### src/rtl/core/rsd_pkg.sv
// Types and constants shared by the sprite decoder modules.
`default_nettype none

package rsd_pkg;

  // stream decode phase held by the front end
  typedef enum logic [2:0] {
    PH_IDLE,
    PH_BASE,
    PH_OP,
    PH_NIB,
    PH_SOLID,
    PH_EOL
  } phase_t;

  // work kinds passed from front end to back end
  typedef enum logic [2:0] {
    OP_START,
    OP_BASE,
    OP_SKIP,
    OP_EOL,
    OP_BACK,
    OP_END,
    OP_NIB,
    OP_SOLID
  } op_kind_t;

  // one queue entry; start fields only meaningful for OP_START
  typedef struct packed {
    op_kind_t    kind;
    logic [7:0]  arg;     // palette base, nibble pair or solid colour
    logic [5:0]  len;     // pixel count or move amount
    logic [15:0] sx;
    logic [15:0] sy;
    logic [9:0]  w;
    logic [9:0]  h;
    logic        flip_h;
    logic        flip_v;
  } op_item_t;

  // clip register bank
  typedef struct packed {
    logic        enable;
    logic [15:0] left;
    logic [15:0] right;
    logic [15:0] top;
    logic [15:0] bottom;
  } clip_cfg_t;

  // one result word, less its last flag
  typedef struct packed {
    logic [15:0] x;
    logic [15:0] y;
    logic [7:0]  color;
    logic        pix;
    logic        send;
  } result_t;

  // configuration register indexes
  localparam int unsigned CfgIdxW = 3;
  localparam logic [CfgIdxW-1:0] CFG_CLIP_ENABLE = 3'd0;
  localparam logic [CfgIdxW-1:0] CFG_CLIP_LEFT   = 3'd1;
  localparam logic [CfgIdxW-1:0] CFG_CLIP_RIGHT  = 3'd2;
  localparam logic [CfgIdxW-1:0] CFG_CLIP_TOP    = 3'd3;
  localparam logic [CfgIdxW-1:0] CFG_CLIP_BOTTOM = 3'd4;

  // clip box after reset
  localparam logic [15:0] CLIP_LEFT_RST   = 16'd0;
  localparam logic [15:0] CLIP_RIGHT_RST  = 16'd319;
  localparam logic [15:0] CLIP_TOP_RST    = 16'd0;
  localparam logic [15:0] CLIP_BOTTOM_RST = 16'd199;

  // stream byte codes
  localparam logic [7:0] END_OPCODE = 8'h40;
  localparam logic [1:0] CLS_EOL    = 2'b00;
  localparam logic [1:0] CLS_SKIP   = 2'b01;
  localparam logic [1:0] CLS_SOLID  = 2'b10;
  localparam logic [1:0] CLS_NIB    = 2'b11;

endpackage

`default_nettype wire

### src/rtl/core/rsd_front.sv
// Front end: accepts input words, tracks the stream phase, queues work.
`default_nettype none

module rsd_front (
  input  wire logic               clk,
  input  wire logic               rst_n,
  input  wire logic               in_valid,
  output logic                    in_ready,
  input  wire logic               in_command,
  input  wire logic [7:0]         in_data_byte,
  input  wire logic [15:0]        in_start_x,
  input  wire logic [15:0]        in_start_y,
  input  wire logic [9:0]         in_sprite_width,
  input  wire logic [9:0]         in_sprite_height,
  input  wire logic               in_flip_horizontal,
  input  wire logic               in_flip_vertical,
  input  wire logic               q_ready,
  output logic                    q_push,
  output rsd_pkg::op_item_t       q_item
);

  rsd_pkg::phase_t phase_r, phase_nxt;
  logic [5:0]      rem_r, rem_nxt;

  logic            in_fire;
  logic [5:0]      len;
  logic [1:0]      cls;
  logic            is_back;
  logic            op_path;
  logic [5:0]      nib_cnt;
  rsd_pkg::phase_t op_phase;

  assign in_ready = q_ready;
  assign in_fire  = in_valid && q_ready;
  assign len      = in_data_byte[5:0];
  assign cls      = in_data_byte[7:6];

  // a byte after end of row with top bits clear and nonzero count is a back-step
  assign is_back = (phase_r == rsd_pkg::PH_EOL) && (cls == rsd_pkg::CLS_EOL) && (len != 6'd0);
  assign op_path = (phase_r == rsd_pkg::PH_OP) || ((phase_r == rsd_pkg::PH_EOL) && !is_back);
  assign nib_cnt = (rem_r >= 6'd2) ? 6'd2 : 6'd1;

  // phase after an opcode byte
  always_comb begin
    unique case (cls)
      rsd_pkg::CLS_NIB:   op_phase = (len != 6'd0) ? rsd_pkg::PH_NIB : rsd_pkg::PH_OP;
      rsd_pkg::CLS_SOLID: op_phase = rsd_pkg::PH_SOLID;
      rsd_pkg::CLS_SKIP:  op_phase = (len == 6'd0) ? rsd_pkg::PH_IDLE : rsd_pkg::PH_OP;
      default:            op_phase = rsd_pkg::PH_EOL;
    endcase
  end

  // next state
  always_comb begin
    phase_nxt = phase_r;
    rem_nxt   = rem_r;
    if (in_fire) begin
      if (!in_command) begin
        phase_nxt = rsd_pkg::PH_BASE;
        rem_nxt   = 6'd0;
      end else if (op_path) begin
        phase_nxt = op_phase;
        if (cls[1]) begin
          rem_nxt = len;
        end
      end else begin
        unique case (phase_r)
          rsd_pkg::PH_BASE: phase_nxt = rsd_pkg::PH_OP;
          rsd_pkg::PH_NIB: begin
            rem_nxt = rem_r - nib_cnt;
            if (rem_r == nib_cnt) begin
              phase_nxt = rsd_pkg::PH_OP;
            end
          end
          rsd_pkg::PH_SOLID: begin
            rem_nxt   = 6'd0;
            phase_nxt = rsd_pkg::PH_OP;
          end
          rsd_pkg::PH_EOL: phase_nxt = rsd_pkg::PH_OP;  // back-step
          default: ;
        endcase
      end
    end
  end

  // queue entry for the back end
  always_comb begin
    q_push        = 1'b0;
    q_item.kind   = rsd_pkg::OP_START;
    q_item.arg    = in_data_byte;
    q_item.len    = len;
    q_item.sx     = in_start_x;
    q_item.sy     = in_start_y;
    q_item.w      = in_sprite_width;
    q_item.h      = in_sprite_height;
    q_item.flip_h = in_flip_horizontal;
    q_item.flip_v = in_flip_vertical;
    if (in_fire) begin
      if (!in_command) begin
        q_push = 1'b1;
      end else if (op_path) begin
        unique case (cls)
          rsd_pkg::CLS_SKIP: begin
            q_push      = 1'b1;
            q_item.kind = (in_data_byte == rsd_pkg::END_OPCODE) ? rsd_pkg::OP_END
                                                                 : rsd_pkg::OP_SKIP;
          end
          rsd_pkg::CLS_EOL: begin
            q_push      = 1'b1;
            q_item.kind = rsd_pkg::OP_EOL;
          end
          default: ;  // runs only set up the front end
        endcase
      end else begin
        unique case (phase_r)
          rsd_pkg::PH_BASE: begin
            q_push      = 1'b1;
            q_item.kind = rsd_pkg::OP_BASE;
          end
          rsd_pkg::PH_NIB: begin
            q_push      = 1'b1;
            q_item.kind = rsd_pkg::OP_NIB;
            q_item.len  = nib_cnt;
          end
          rsd_pkg::PH_SOLID: begin
            q_push      = (rem_r != 6'd0);
            q_item.kind = rsd_pkg::OP_SOLID;
            q_item.len  = rem_r;
          end
          rsd_pkg::PH_EOL: begin
            q_push      = 1'b1;
            q_item.kind = rsd_pkg::OP_BACK;
          end
          default: ;  // idle: stream words dropped
        endcase
      end
    end
  end

  always_ff @(posedge clk) begin
    if (!rst_n) begin
      phase_r <= rsd_pkg::PH_IDLE;
      rem_r   <= 6'd0;
    end else begin
      phase_r <= phase_nxt;
      rem_r   <= rem_nxt;
    end
  end

endmodule

`default_nettype wire

### src/rtl/core/rsd_queue.sv
// Small register queue carrying work from the front end to the back end.
`default_nettype none

module rsd_queue #(
  parameter int unsigned W     = 8,
  parameter int unsigned DEPTH = 2
) (
  input  wire logic         clk,
  input  wire logic         rst_n,
  input  wire logic         push,
  input  wire logic [W-1:0] push_data,
  output logic              push_ready,
  input  wire logic         pop,
  output logic              pop_valid,
  output logic [W-1:0]      pop_data
);

  localparam int unsigned PtrW = (DEPTH > 1) ? $clog2(DEPTH) : 1;
  localparam int unsigned CntW = $clog2(DEPTH + 1);
  localparam logic [PtrW-1:0] PtrLast = PtrW'(DEPTH - 1);
  localparam logic [CntW-1:0] CntFull = CntW'(DEPTH);

  logic [W-1:0]    mem_r [DEPTH];
  logic [PtrW-1:0] wr_ptr_r, wr_ptr_nxt;
  logic [PtrW-1:0] rd_ptr_r, rd_ptr_nxt;
  logic [CntW-1:0] cnt_r, cnt_nxt;
  logic            do_push, do_pop;

  assign push_ready = (cnt_r != CntFull);
  assign pop_valid  = (cnt_r != '0);
  assign pop_data   = mem_r[rd_ptr_r];
  assign do_push    = push && push_ready;
  assign do_pop     = pop && pop_valid;

  // pointer and fill updates
  always_comb begin
    wr_ptr_nxt = wr_ptr_r;
    rd_ptr_nxt = rd_ptr_r;
    cnt_nxt    = cnt_r;
    if (do_push) begin
      wr_ptr_nxt = (wr_ptr_r == PtrLast) ? '0 : wr_ptr_r + 1'b1;
    end
    if (do_pop) begin
      rd_ptr_nxt = (rd_ptr_r == PtrLast) ? '0 : rd_ptr_r + 1'b1;
    end
    if (do_push && !do_pop) begin
      cnt_nxt = cnt_r + 1'b1;
    end else if (do_pop && !do_push) begin
      cnt_nxt = cnt_r - 1'b1;
    end
  end

  always_ff @(posedge clk) begin
    if (!rst_n) begin
      wr_ptr_r <= '0;
      rd_ptr_r <= '0;
      cnt_r    <= '0;
    end else begin
      wr_ptr_r <= wr_ptr_nxt;
      rd_ptr_r <= rd_ptr_nxt;
      cnt_r    <= cnt_nxt;
    end
  end

  // payload storage
  always_ff @(posedge clk) begin
    if (do_push) begin
      mem_r[wr_ptr_r] <= push_data;
    end
  end

endmodule

`default_nettype wire

### src/rtl/core/rsd_back.sv
// Back end: moves the pen, draws and clips pixels, drives the result word.
`default_nettype none

module rsd_back #(
  parameter int unsigned COORD_BITS = 16
) (
  input  wire logic               clk,
  input  wire logic               rst_n,
  input  wire rsd_pkg::clip_cfg_t cfg,
  input  wire logic               q_valid,
  input  wire rsd_pkg::op_item_t  q_item,
  output logic                    q_pop,
  output logic                    out_valid,
  input  wire logic               out_ready,
  output rsd_pkg::result_t        out_data,
  output logic                    out_last
);

  localparam int unsigned MathW = COORD_BITS + 12;
  localparam int unsigned CmpW  = (COORD_BITS > 16) ? COORD_BITS : 16;

  // architectural state
  logic [COORD_BITS-1:0] pen_x_r, pen_x_nxt;
  logic [COORD_BITS-1:0] pen_y_r, pen_y_nxt;
  logic [7:0]            pal_r, pal_nxt;
  logic                  mir_x_r, mir_x_nxt;
  logic                  mir_y_r, mir_y_nxt;
  logic                  clip_act_r, clip_act_nxt;
  logic [5:0]            done_r, done_nxt;

  // one-word hold so the last flag can be placed on the final visible pixel
  rsd_pkg::result_t      hold_r, hold_nxt;
  logic                  hold_v_r, hold_v_nxt;
  logic                  hold_last_r, hold_last_nxt;

  // output register
  rsd_pkg::result_t      out_r;
  logic                  out_last_r;
  logic                  out_v_r, out_v_nxt;
  logic                  out_load;
  rsd_pkg::result_t      out_ld_data;
  logic                  out_ld_last;

  logic                  adv, flush, fin, vis;
  logic [11:0]           amt;
  logic                  add;
  logic [MathW-1:0]      px_m, px_sum, px_dif;
  logic [COORD_BITS-1:0] pen_x_step, pen_y_step;
  logic [10:0]           wm1, hm1;
  logic [MathW-1:0]      start_x_m, start_y_m;
  logic signed [17:0]    sx18, sy18, rx18, by18;
  logic                  sprite_fits;
  logic signed [CmpW-1:0] pxs, pys;
  logic [7:0]            value;
  rsd_pkg::result_t      pix_res;
  rsd_pkg::result_t      end_res;

  assign adv   = !out_v_r || out_ready;
  assign flush = hold_v_r && hold_last_r;
  assign fin   = (done_r == q_item.len - 6'd1);

  // horizontal move amount and direction
  always_comb begin
    unique case (q_item.kind)
      rsd_pkg::OP_SKIP: begin
        amt = {6'd0, q_item.len};
        add = !mir_x_r;
      end
      rsd_pkg::OP_EOL: begin
        amt = {6'd0, q_item.len};
        add = mir_x_r;
      end
      rsd_pkg::OP_BACK: begin
        amt = {q_item.len, 6'd0};
        add = mir_x_r;
      end
      default: begin
        amt = 12'd1;
        add = !mir_x_r;
      end
    endcase
  end

  assign px_m       = MathW'(pen_x_r);
  assign px_sum     = px_m + MathW'(amt);
  assign px_dif     = px_m - MathW'(amt);
  assign pen_x_step = add ? px_sum[COORD_BITS-1:0] : px_dif[COORD_BITS-1:0];
  assign pen_y_step = mir_y_r ? pen_y_r - 1'b1 : pen_y_r + 1'b1;

  // start position, flipped sprites begin at the far edge
  assign wm1       = {1'b0, q_item.w} - 11'd1;
  assign hm1       = {1'b0, q_item.h} - 11'd1;
  assign start_x_m = MathW'($signed(q_item.sx)) + (q_item.flip_h ? MathW'($signed(wm1)) : '0);
  assign start_y_m = MathW'($signed(q_item.sy)) + (q_item.flip_v ? MathW'($signed(hm1)) : '0);

  // whole-sprite containment test on start
  assign sx18   = 18'($signed(q_item.sx));
  assign sy18   = 18'($signed(q_item.sy));
  assign rx18   = sx18 + 18'($signed({1'b0, q_item.w}));
  assign by18   = sy18 + 18'($signed({1'b0, q_item.h}));
  assign sprite_fits = (sx18 >= 18'($signed(cfg.left))) && (rx18 <= 18'($signed(cfg.right))) &&
                       (sy18 >= 18'($signed(cfg.top)))  && (by18 <= 18'($signed(cfg.bottom)));

  // per-pixel clip
  assign pxs = CmpW'($signed(pen_x_r));
  assign pys = CmpW'($signed(pen_y_r));
  assign vis = !clip_act_r ||
               ((pxs >= CmpW'($signed(cfg.left))) && (pxs <= CmpW'($signed(cfg.right))) &&
                (pys >= CmpW'($signed(cfg.top)))  && (pys <= CmpW'($signed(cfg.bottom))));

  // pixel colour: high nibble first for nibble pairs
  always_comb begin
    if (q_item.kind == rsd_pkg::OP_NIB) begin
      value = (done_r == 6'd0) ? {4'd0, q_item.arg[7:4]} : {4'd0, q_item.arg[3:0]};
    end else begin
      value = q_item.arg;
    end
  end

  assign pix_res = '{x: 16'(pen_x_r), y: 16'(pen_y_r), color: value + pal_r,
                     pix: 1'b1, send: 1'b0};
  assign end_res = '{x: 16'd0, y: 16'd0, color: 8'd0, pix: 1'b0, send: 1'b1};

  // work step
  always_comb begin
    pen_x_nxt     = pen_x_r;
    pen_y_nxt     = pen_y_r;
    pal_nxt       = pal_r;
    mir_x_nxt     = mir_x_r;
    mir_y_nxt     = mir_y_r;
    clip_act_nxt  = clip_act_r;
    done_nxt      = done_r;
    hold_nxt      = hold_r;
    hold_v_nxt    = hold_v_r;
    hold_last_nxt = hold_last_r;
    q_pop         = 1'b0;
    out_load      = 1'b0;
    out_ld_data   = hold_r;
    out_ld_last   = 1'b0;
    if (adv) begin
      if (flush) begin
        out_load      = 1'b1;
        out_ld_last   = 1'b1;
        hold_v_nxt    = 1'b0;
        hold_last_nxt = 1'b0;
      end else if (q_valid) begin
        unique case (q_item.kind)
          rsd_pkg::OP_START: begin
            pen_x_nxt    = start_x_m[COORD_BITS-1:0];
            pen_y_nxt    = start_y_m[COORD_BITS-1:0];
            mir_x_nxt    = q_item.flip_h;
            mir_y_nxt    = q_item.flip_v;
            clip_act_nxt = cfg.enable && !sprite_fits;
            pal_nxt      = 8'd0;
            q_pop        = 1'b1;
          end
          rsd_pkg::OP_BASE: begin
            pal_nxt = q_item.arg;
            q_pop   = 1'b1;
          end
          rsd_pkg::OP_SKIP, rsd_pkg::OP_BACK: begin
            pen_x_nxt = pen_x_step;
            q_pop     = 1'b1;
          end
          rsd_pkg::OP_EOL: begin
            pen_x_nxt = pen_x_step;
            pen_y_nxt = pen_y_step;
            q_pop     = 1'b1;
          end
          rsd_pkg::OP_END: begin
            hold_nxt      = end_res;
            hold_v_nxt    = 1'b1;
            hold_last_nxt = 1'b1;
            q_pop         = 1'b1;
          end
          rsd_pkg::OP_NIB, rsd_pkg::OP_SOLID: begin
            pen_x_nxt = pen_x_step;
            if (vis) begin
              // an earlier pixel of this word is now known not to be the last
              if (hold_v_r) begin
                out_load = 1'b1;
              end
              hold_nxt      = pix_res;
              hold_v_nxt    = 1'b1;
              hold_last_nxt = fin;
            end else if (fin && hold_v_r) begin
              out_load      = 1'b1;
              out_ld_last   = 1'b1;
              hold_v_nxt    = 1'b0;
              hold_last_nxt = 1'b0;
            end
            if (fin) begin
              q_pop    = 1'b1;
              done_nxt = 6'd0;
            end else begin
              done_nxt = done_r + 6'd1;
            end
          end
          default: ;
        endcase
      end
    end
    out_v_nxt = out_load || (out_v_r && !out_ready);
  end

  always_ff @(posedge clk) begin
    if (!rst_n) begin
      pen_x_r     <= '0;
      pen_y_r     <= '0;
      pal_r       <= 8'd0;
      mir_x_r     <= 1'b0;
      mir_y_r     <= 1'b0;
      clip_act_r  <= 1'b0;
      done_r      <= 6'd0;
      hold_v_r    <= 1'b0;
      hold_last_r <= 1'b0;
      out_v_r     <= 1'b0;
    end else begin
      pen_x_r     <= pen_x_nxt;
      pen_y_r     <= pen_y_nxt;
      pal_r       <= pal_nxt;
      mir_x_r     <= mir_x_nxt;
      mir_y_r     <= mir_y_nxt;
      clip_act_r  <= clip_act_nxt;
      done_r      <= done_nxt;
      hold_v_r    <= hold_v_nxt;
      hold_last_r <= hold_last_nxt;
      out_v_r     <= out_v_nxt;
    end
  end

  // payload registers
  always_ff @(posedge clk) begin
    hold_r <= hold_nxt;
    if (out_load) begin
      out_r      <= out_ld_data;
      out_last_r <= out_ld_last;
    end
  end

  assign out_valid = out_v_r;
  assign out_data  = out_r;
  assign out_last  = out_last_r;

endmodule

`default_nettype wire

### src/rtl/core/rle_sprite_decoder_flip_clip_top.sv
// Top level of the run-length sprite decoder with flip and clip.
//
//  channel | direction | words
//  in_     | input     | start word or one stream byte
//  out_    | output    | pixel write or end-of-sprite marker
//  cfg_    | input     | clip register write, always ready
//
// Start, palette base, skip, end of row and back-step words are handled in turn;
// nibble bytes and solid runs draw one pixel per cycle unless the output stalls.
// The word's final result waits in the hold register until its last flag is known.
// The front end takes one word a cycle while the work queue has space.
// Reset is synchronous; no clearing pass.
`default_nettype none

module rle_sprite_decoder_flip_clip_top #(
  parameter int unsigned COORD_BITS  = 16,  // pen width, 10 to 32
  parameter int unsigned QUEUE_DEPTH = 2
) (
  input  wire logic                         clk,
  input  wire logic                         rst_n,
  input  wire logic                         in_valid,
  output logic                              in_ready,
  input  wire logic                         in_command,
  input  wire logic [7:0]                   in_data_byte,
  input  wire logic signed [15:0]           in_start_x,
  input  wire logic signed [15:0]           in_start_y,
  input  wire logic [9:0]                   in_sprite_width,
  input  wire logic [9:0]                   in_sprite_height,
  input  wire logic                         in_flip_horizontal,
  input  wire logic                         in_flip_vertical,
  output logic                              out_valid,
  input  wire logic                         out_ready,
  output logic signed [15:0]                out_pixel_x,
  output logic signed [15:0]                out_pixel_y,
  output logic [7:0]                        out_pixel_color,
  output logic                              out_pixel_valid,
  output logic                              out_sprite_end,
  output logic                              out_last,
  input  wire logic                         cfg_valid,
  output logic                              cfg_ready,
  input  wire logic [rsd_pkg::CfgIdxW-1:0]  cfg_index,
  input  wire logic [15:0]                  cfg_data
);

  localparam int unsigned ItemW = $bits(rsd_pkg::op_item_t);

  rsd_pkg::clip_cfg_t cfg_r, cfg_nxt;
  logic               q_push, q_ready, q_pop, q_valid;
  rsd_pkg::op_item_t  q_in, q_out;
  logic [ItemW-1:0]   q_out_bits;
  rsd_pkg::result_t   res;

  // clip register bank
  assign cfg_ready = 1'b1;

  always_comb begin
    cfg_nxt = cfg_r;
    if (cfg_valid) begin
      unique case (cfg_index)
        rsd_pkg::CFG_CLIP_ENABLE: cfg_nxt.enable = cfg_data[0];
        rsd_pkg::CFG_CLIP_LEFT:   cfg_nxt.left   = cfg_data;
        rsd_pkg::CFG_CLIP_RIGHT:  cfg_nxt.right  = cfg_data;
        rsd_pkg::CFG_CLIP_TOP:    cfg_nxt.top    = cfg_data;
        rsd_pkg::CFG_CLIP_BOTTOM: cfg_nxt.bottom = cfg_data;
        default: ;
      endcase
    end
  end

  always_ff @(posedge clk) begin
    if (!rst_n) begin
      cfg_r.enable <= 1'b0;
      cfg_r.left   <= rsd_pkg::CLIP_LEFT_RST;
      cfg_r.right  <= rsd_pkg::CLIP_RIGHT_RST;
      cfg_r.top    <= rsd_pkg::CLIP_TOP_RST;
      cfg_r.bottom <= rsd_pkg::CLIP_BOTTOM_RST;
    end else begin
      cfg_r <= cfg_nxt;
    end
  end

  rsd_front u_front (
    .clk                (clk),
    .rst_n              (rst_n),
    .in_valid           (in_valid),
    .in_ready           (in_ready),
    .in_command         (in_command),
    .in_data_byte       (in_data_byte),
    .in_start_x         (in_start_x),
    .in_start_y         (in_start_y),
    .in_sprite_width    (in_sprite_width),
    .in_sprite_height   (in_sprite_height),
    .in_flip_horizontal (in_flip_horizontal),
    .in_flip_vertical   (in_flip_vertical),
    .q_ready            (q_ready),
    .q_push             (q_push),
    .q_item             (q_in)
  );

  rsd_queue #(
    .W     (ItemW),
    .DEPTH (QUEUE_DEPTH)
  ) u_queue (
    .clk        (clk),
    .rst_n      (rst_n),
    .push       (q_push),
    .push_data  (q_in),
    .push_ready (q_ready),
    .pop        (q_pop),
    .pop_valid  (q_valid),
    .pop_data   (q_out_bits)
  );

  assign q_out = rsd_pkg::op_item_t'(q_out_bits);

  rsd_back #(
    .COORD_BITS (COORD_BITS)
  ) u_back (
    .clk       (clk),
    .rst_n     (rst_n),
    .cfg       (cfg_r),
    .q_valid   (q_valid),
    .q_item    (q_out),
    .q_pop     (q_pop),
    .out_valid (out_valid),
    .out_ready (out_ready),
    .out_data  (res),
    .out_last  (out_last)
  );

  assign out_pixel_x     = $signed(res.x);
  assign out_pixel_y     = $signed(res.y);
  assign out_pixel_color = res.color;
  assign out_pixel_valid = res.pix;
  assign out_sprite_end  = res.send;

endmodule

`default_nettype wire

### config.mk
export PLATFORM = sky130hd
export DESIGN_NAME = rle_sprite_decoder_flip_clip_top
export DESIGN_NICKNAME = d
export VERILOG_FILES = /design/src/rtl/core/rsd_pkg.sv /design/src/rtl/core/rsd_front.sv /design/src/rtl/core/rsd_queue.sv /design/src/rtl/core/rsd_back.sv /design/src/rtl/core/rle_sprite_decoder_flip_clip_top.sv
export SDC_FILE = /design/constraint.sdc
export NUM_CORES = 1
export LEC_CHECK = 0
export ABC_AREA = 1
export BUFFER_PORTS_ARGS = -buffer_cell sky130_fd_sc_hd__clkbuf_2
export CORE_ASPECT_RATIO = 0.6
export CORE_MARGIN = 5
export CORE_UTILIZATION = 42
export DETAILED_ROUTE_END_ITERATION = 6
export SYNTH_ARGS = -nofsm -noshare
export SYNTH_HDL_FRONTEND = slang
export SYNTH_HIERARCHICAL = 1
export SYNTH_SLANG_ARGS = --single-unit
### constraint.sdc
create_clock -name clk -period 5.8 [get_ports clk]
set_clock_uncertainty 0.05 [all_clocks]
set_input_delay 1.16 -clock clk [delete_from_list [all_inputs] [get_ports clk]]
set_output_delay 1.16 -clock clk [all_outputs]
set_load 0.1 [all_outputs]
==> flow_summary.ini, run 1 <==
[grt]
grt_use_met3_pct = 5.31
grt.overflow.total = 0
use_met2_pct = 30.1
busiest_layer = met1
antenna_found_initial = 0
grt_max_degree = 74
globalRouteTotalUtil_pct = 22.4
met1_usage_pct = 35.7
grt_pass1_wl_mm = 105
first_global_vias = 18021

[final_layout]
finish.instance_area_sq_um = 25700
layout_commonest_cell = nand2_1
finish.net_count = 3125
layout-drive-gt1-share_pct = 13.2
diodes = 0
mostFrequentLayoutCells = nand2_1 (474), inv_1 (343), nor2_1 (284)
area_delta_synth_final_pct = 9.36

[routing]
vias = 19088
via_per_inst = 5.31
ant_nets = 0
drcViolationCount = 0
wirelength_mm = 68.6
wl_per_cell_um = 19.1
drtIter0Drc = 1675
first_pass_iters = 6

[die]
ios = 133
row_count = 67
die_x_um = 315
core-area_sq_um = 55600
start_util_pct = 42.2
dieArea_sq_um = 60900
die_y_um = 193

[synthesis]
syn_area_sq_um = 23500
synth_xor_area_share_pct = 2.31
synth.distinct_cells = 62
ys.flop_type = edfxtp_1
synth_mux_area_share_pct = 4.53
netlist.area_leader.share_pct = 29.0
synth_warnings = 6
synth_top_family_by_area = simple AND/OR/NAND/NOR gates
syn_inst = 2729
ys_async_sr_fraction_pct = 0
ys_seq_elements = 358
synth_fa_ha_area_share_pct = 12.8
synth_compound_area_share_pct = 10.3
ys_seq_area_share_pct = 40.2
synth_edf_count = 227
yosys.area_share.simple_pct = 20.3
syn_area_per_cell_sq_um = 8.60
synth_top_cell_by_area = edfxtp_1
syn-num-nets = 3051
synth.area.top_cells = edfxtp_1 (29%), ha_1 (12%), dfxtp_1 (11%)

[clock_network]
cts_buffer_depth = 3
clkLatencyLatePin_ns = 0.58
cts_resized = 0
post_cts_buffers = 0
cts_tree = done
numCtsBuffers = 38
cts_root_buf = clkbuf_16
clk_pin_slew_ns = 0.06
ctsHoldBuffers = 0
cts.sinks = 358
htree_levels = 2

[outcome]
outcome = complete, no violations

[sta]
rsz0062_at_grt = no
period_share_pct = 81.3
fmax_mhz = 212
hold_viol_final = 0
slew_viol_final = 0
maxSlewHeadroom_pct = 33.0
fin_crit_ns = 4.72
worst_pin_slew_ns = 1.00
setup_viol = 0
setup_tns_ns = 0
setup_ws_ns = 1.08

[placement]
placed_cell_area_sq_um = 24400
hpwl_mm = 54.1
pre_cts_ws_ns = 1.17
gp_congestion = 0.983
port-buffer-count = 131

[setup_path]
worstPathArrival_ns = 5.11
max_stage_delay_ns = 0.76
rrSetupSlack_ns = 1.08
required_ns = 6.20
cpLargestDelayFamily = compound AO/OA/AOI/OAI gates
worstReg2RegEnd = u_back/pen_x_r[10]$_SDFFE_PN0P_
worst-path-buf-inv = 4
cp_max_fo = 30
cp_cell_sequence = buf_4, mux2_4, nand2_4, nor2_4, buf_4, nor2_4, nand2_2, nand2_4, inv_2, o21ai_0, fa_1, a21oi_1, o21ai_0, a21oi_1, o21bai_1, a21oi_1, o21ai_0, nand3_1, o211ai_1, inv_1
cpMaxStageDelayCell = dfxtp_4
worst-setup-path-type = flip-flop to flip-flop
end_kind = flip-flop
reg2reg_depth = 20
critPathLaunchType = flip-flop

[worst_hold_path]
hp-start = u_back/hold_r[13]$_SDFFCE_PP0P_
min_path_type = flip-flop to flip-flop
hold_end = u_back/out_data[13]$_DFFE_PP_
hold_depth = 0

[power]
p_per_area_nw_per_um2 = 482
p_leak_nw = 11.5
vdd_drop_max_v = 0.000286

[job]
maxCapViolCount = 0
layer usage:
| metal | vias to the layer above | part of all wire [%] |
|---|---|---|
| met1 | 9006 | 52 |
| met3 | 86 | 9.4 |
| met4 | 0 | 1.8 |
| li1 | 9294 | - |
| met5 | - | 0 |
| met2 | 702 | 37 |
flip-flops by register name, indices dropped and copies added, names as in the netlist, 6 cells and up, named ones only:
register	count
u_front/rem_r	6
u_back/hold_r	42
u_back/pen_x_r	16
u_back/pal_r	8
u_back/out_data	42
u_back/pen_y_r	16
cfg_r	65
u_back/done_r	6
u_queue/mem_r	142
cell type report:
| class | count | area (sq um) |
|---|---|---|
| fillers | 5362 | 29900 |
| multi-input cells | 1892 | 11800 |
| flip-flops and latches | 358 | 9440 |
| inverters | 369 | 1390 |
| clock buffers | 52 | 1060 |
| well taps | 759 | 950 |
| repair buffers | 144 | 778 |
| clock inverters | 18 | 229 |
Yosys cell counts (7+ instances only):
| master | instances |
|---|---|
| buf_2 | 16 |
| inv_1 | 344 |
| o31ai_1 | 9 |
| o21bai_1 | 7 |
| or2_2 | 9 |
| mux2_4 | 70 |
| edfxtp_1 | 227 |
| xnor2_1 | 18 |
| buf_4 | 68 |
| a21o_1 | 13 |
| xor2_1 | 44 |
| nand3b_1 | 9 |
| a21oi_1 | 221 |
| dfxtp_1 | 131 |
| ha_1 | 228 |
| fa_1 | 7 |
| nor2_2 | 17 |
| o211ai_1 | 18 |
| nor3_1 | 21 |
| nand2_1 | 474 |
| nand3_1 | 187 |
| o21ai_0 | 111 |
| o21ai_1 | 15 |
| inv_2 | 22 |
| a31oi_1 | 12 |
| nand2_2 | 17 |
| clkbuf_1 | 11 |
| nor2_4 | 11 |
| buf_12 | 7 |
| nor2_1 | 286 |
| nand4_1 | 28 |
cell families (layout without fill, tap and decap cells):
logic type                 count (synthesis)  count (layout)
and+or+nand+nor                         1085            1085
buffers and inverters                    479             583
AOI/OAI and AO/OA                        438             438
DFF                                      358             358
adders and majority gates                235             235
muxes                                     71              71
xor gates and xnor gates                  62              62
other                                      1               1
how the worst max path moves through the flow:
stage | startpoint | end | depth (start not counted)
floorplan | in_data_byte[6] | u_queue/mem_r[0][0]$_DFFE_PP_ | 12
global placement | flip-flop | u_back/clip_act_r$_SDFFE_PN0P_ | 27
detailed placement | flip-flop | u_back/clip_act_r$_SDFFE_PN0P_ | 27
CTS | flip-flop | u_back/pen_x_r[10]$_SDFFE_PN0P_ | 20
global route | flip-flop | u_back/pen_x_r[13]$_SDFFE_PN0P_ | 21
finish | flip-flop | u_back/pen_x_r[10]$_SDFFE_PN0P_ | 20
stage by stage:
step                      std cells  util [%]  power, mW  hold slack, ns
after floorplan                2729         -       8.05           0.350
after global placement         3522      43.9       9.60           0.351
after detailed placement       3522      43.9       9.71           0.355
after CTS                      3592      46.2       12.3           0.368
after global routing           3592      46.2       13.3           0.368
final                          3592      46.2       12.4           0.368
where the power goes:
| part | internal (mW) | switching [mW] | total [mW] |
|---|---|---|---|
| Clock | 1.47 | 1.08 | 2.55 |
| Combinational | 2.22 | 4.11 | 6.33 |
| Sequential | 3.16 | 0.328 | 3.49 |
Power figures use the tool's default switching activity.
==> run 2: changes to the inputs <==
clock period = 4.8 ns   (was 5.8 ns; I/O delays follow)
==> run 2 against run 1 <==
Compared with the run above:
- critical path type unchanged
- largest power group unchanged
- register-to-register slack got worse by 0.64 ns
- sequential power grew 19%
- wire length fell by 0.85%
- maximum frequency is 8.2% higher
- largest cell class unchanged
- count of clock-buffer cells in the layout up 1
- hold slack lost 0.00096 ns
- utilization increased by 0.35 points
==> flow_summary.ini, run 2 (synthesis gave the netlist of run 1 again) <==
[clock_network]
clkLatencyLatePin_ns = 0.57
ctsHoldBuffers = 0
numCtsBuffers = 38
cts_buffer_depth = 3
cts_tree = done
post_cts_buffers = 0
cts_root_buf = clkbuf_16
cts_resized = 0
cts.sinks = 358
htree_levels = 2
clk_pin_slew_ns = 0.07

[die]
core-area_sq_um = 55600
die_x_um = 315
row_count = 67
die_y_um = 193
dieArea_sq_um = 60900
start_util_pct = 42.2
ios = 133

[grt]
busiest_layer = met1
grt.overflow.total = 0
antenna_found_initial = 0
grt_max_degree = 76
grt_use_met3_pct = 3.98
grt_pass1_wl_mm = 103
met1_usage_pct = 36.0
use_met2_pct = 29.7
globalRouteTotalUtil_pct = 21.9
first_global_vias = 17675

[final_layout]
layout-drive-gt1-share_pct = 13.4
mostFrequentLayoutCells = nand2_1 (474), inv_1 (343), nor2_1 (284)
reg_top3 = u_queue/mem_r: 142 flops, cfg_r: 65 flops
area_delta_synth_final_pct = 10.2
diodes = 0
final_core_util_pct = 46.5
fill_cells = 5381
instances_no_fill = 3600
top_register = u_queue/mem_r
largest_reg_flops = 142
finish.net_count = 3133
finish.instance_area_sq_um = 25900
layout_commonest_cell = nand2_1

[sta]
setup_viol = 0
maxSlewHeadroom_pct = 32.0
rsz0062_at_grt = no
hold_viol_final = 0
fin_crit_ns = 4.36
period_share_pct = 90.9
slew_viol_final = 0
setup_ws_ns = 0.439
fmax_mhz = 229
worst_pin_slew_ns = 1.02

[placement]
gp_congestion = 0.957
hpwl_mm = 54.2
port-buffer-count = 131
pre_cts_ws_ns = 0.529
place_inst = 3530
placed_cell_area_sq_um = 24500

[routing]
wirelength_mm = 68.0
wl_per_cell_um = 18.9
drcViolationCount = 0
first_pass_iters = 7
via_per_inst = 5.27
ant_nets = 0
drtIter0Drc = 1916
vias = 18975

[worst_hold_path]
hold_end = u_back/out_data[34]$_DFFE_PP_
min_path_type = flip-flop to flip-flop
hp-start = u_back/hold_r[34]$_SDFFCE_PP0P_
hold_depth = 0

[setup_path]
worstReg2RegEnd = u_back/clip_act_r$_SDFFE_PN0P_
path_common_cell = nand2_1
end_kind = flip-flop
cpLargestDelayFamily = compound AO/OA/AOI/OAI gates
required_ns = 5.18
worst-setup-path-type = flip-flop to flip-flop
rrSetupSlack_ns = 0.44
cp_max_fo = 37
critPathLaunchType = flip-flop
max_stage_delay_ns = 0.38
worst-path-buf-inv = 4
reg2reg_depth = 26
cpMaxStageDelayCell = dfxtp_4
worstPathArrival_ns = 4.74
path_depth = 26

[power]
p_per_area_nw_per_um2 = 586
vdd_drop_max_v = 0.000340
p_leak_nw = 11.6

[job]
maxCapViolCount = 0

[outcome]
outcome = complete, no violations
==> run 2: cell count changes in the layout (fill, tap and decap cells not counted) <==
cell       delta
buf_12        +6
buf_4         +2
clkbuf_2      -2
clkbuf_1      +3
clkinv_1      -2
bufinv_16     +3
clkinv_8      -1
clkinv_4      -1
==> run 2: where the power goes <==
part,internal (mW),switching (mW),total (mW)
clock,1.93,1.28,3.22
combinational,2.74,5.02,7.76
sequential,3.82,0.355,4.17
total,8.49,6.66,15.1
==> run 2: worst max-delay path by stage <==
stage                    start                               to  slack, ns
2_1_floorplan  in_data_byte[6]    u_queue/mem_r[0][0]$_DFFE_PP_      -0.63
3_3_place_gp         flip-flop   u_back/clip_act_r$_SDFFE_PN0P_       0.54
3_5_place_dp         flip-flop   u_back/clip_act_r$_SDFFE_PN0P_       0.53
4_1_cts              flip-flop  u_back/pen_x_r[13]$_SDFFE_PN0P_       0.50
5_1_grt              flip-flop   u_back/clip_act_r$_SDFFE_PN0P_       0.09
6_report             flip-flop   u_back/clip_act_r$_SDFFE_PN0P_       0.44
==> run 2: area by class of cell <==
| cell class | instances | area [sq um] | share of cell area [%] |
|---|---|---|---|
| tap | 759 | 950 | 3.67 |
| timing repair buffer | 152 | 913 | 3.53 |
| clock inverter | 17 | 287 | 1.11 |
| sequential | 358 | 9440 | 36.5 |
| multi-input combinational | 1892 | 11800 | 45.7 |
| inverter | 369 | 1390 | 5.36 |
| clock buffer | 53 | 1060 | 4.09 |
==> run 2: per-stage QoR <==
stage / power, mW / setup TNS [ns] / hold slack (ns)
6_report: 15.1 / 0 / 0.367
5_1_grt: 16.2 / 0 / 0.373
4_1_cts: 15.1 / 0 / 0.368
3_5_place_dp: 11.8 / 0 / 0.355
3_3_place_gp: 11.7 / 0 / 0.355
2_1_floorplan: 9.72 / -89.78 / 0.350
==> run 2: per-layer routing <==
layer | routed length [um] | part of all wire, %
met1 | 36000 | 53
met2 | 25500 | 37
met3 | 5580 | 8.2
met4 | 948 | 1.4
met5 | 0 | 0
==> run 2: worst register-to-register path, cell delays in order (launching register included) <==
cell and delay [ns]:
dfxtp_4 0.38, buf_12 0.30, mux2_4 0.41, ha_1 0.21, inv_1 0.07, fa_1 0.21, inv_1 0.05, a31oi_1 0.36
o221ai_1 0.23, nand2_1 0.10, nand2_1 0.05, a21oi_1 0.20, nor2_1 0.12, nand2_1 0.09, xor2_1 0.14, inv_1 0.07
ha_1 0.30, a21oi_1 0.14, o21ai_0 0.09, a21oi_1 0.17, nand3_1 0.10, nand2_1 0.06, nand2_1 0.05, nor2_1 0.09
nand3_1 0.07, nand2_1 0.06, a21oi_1 0.05
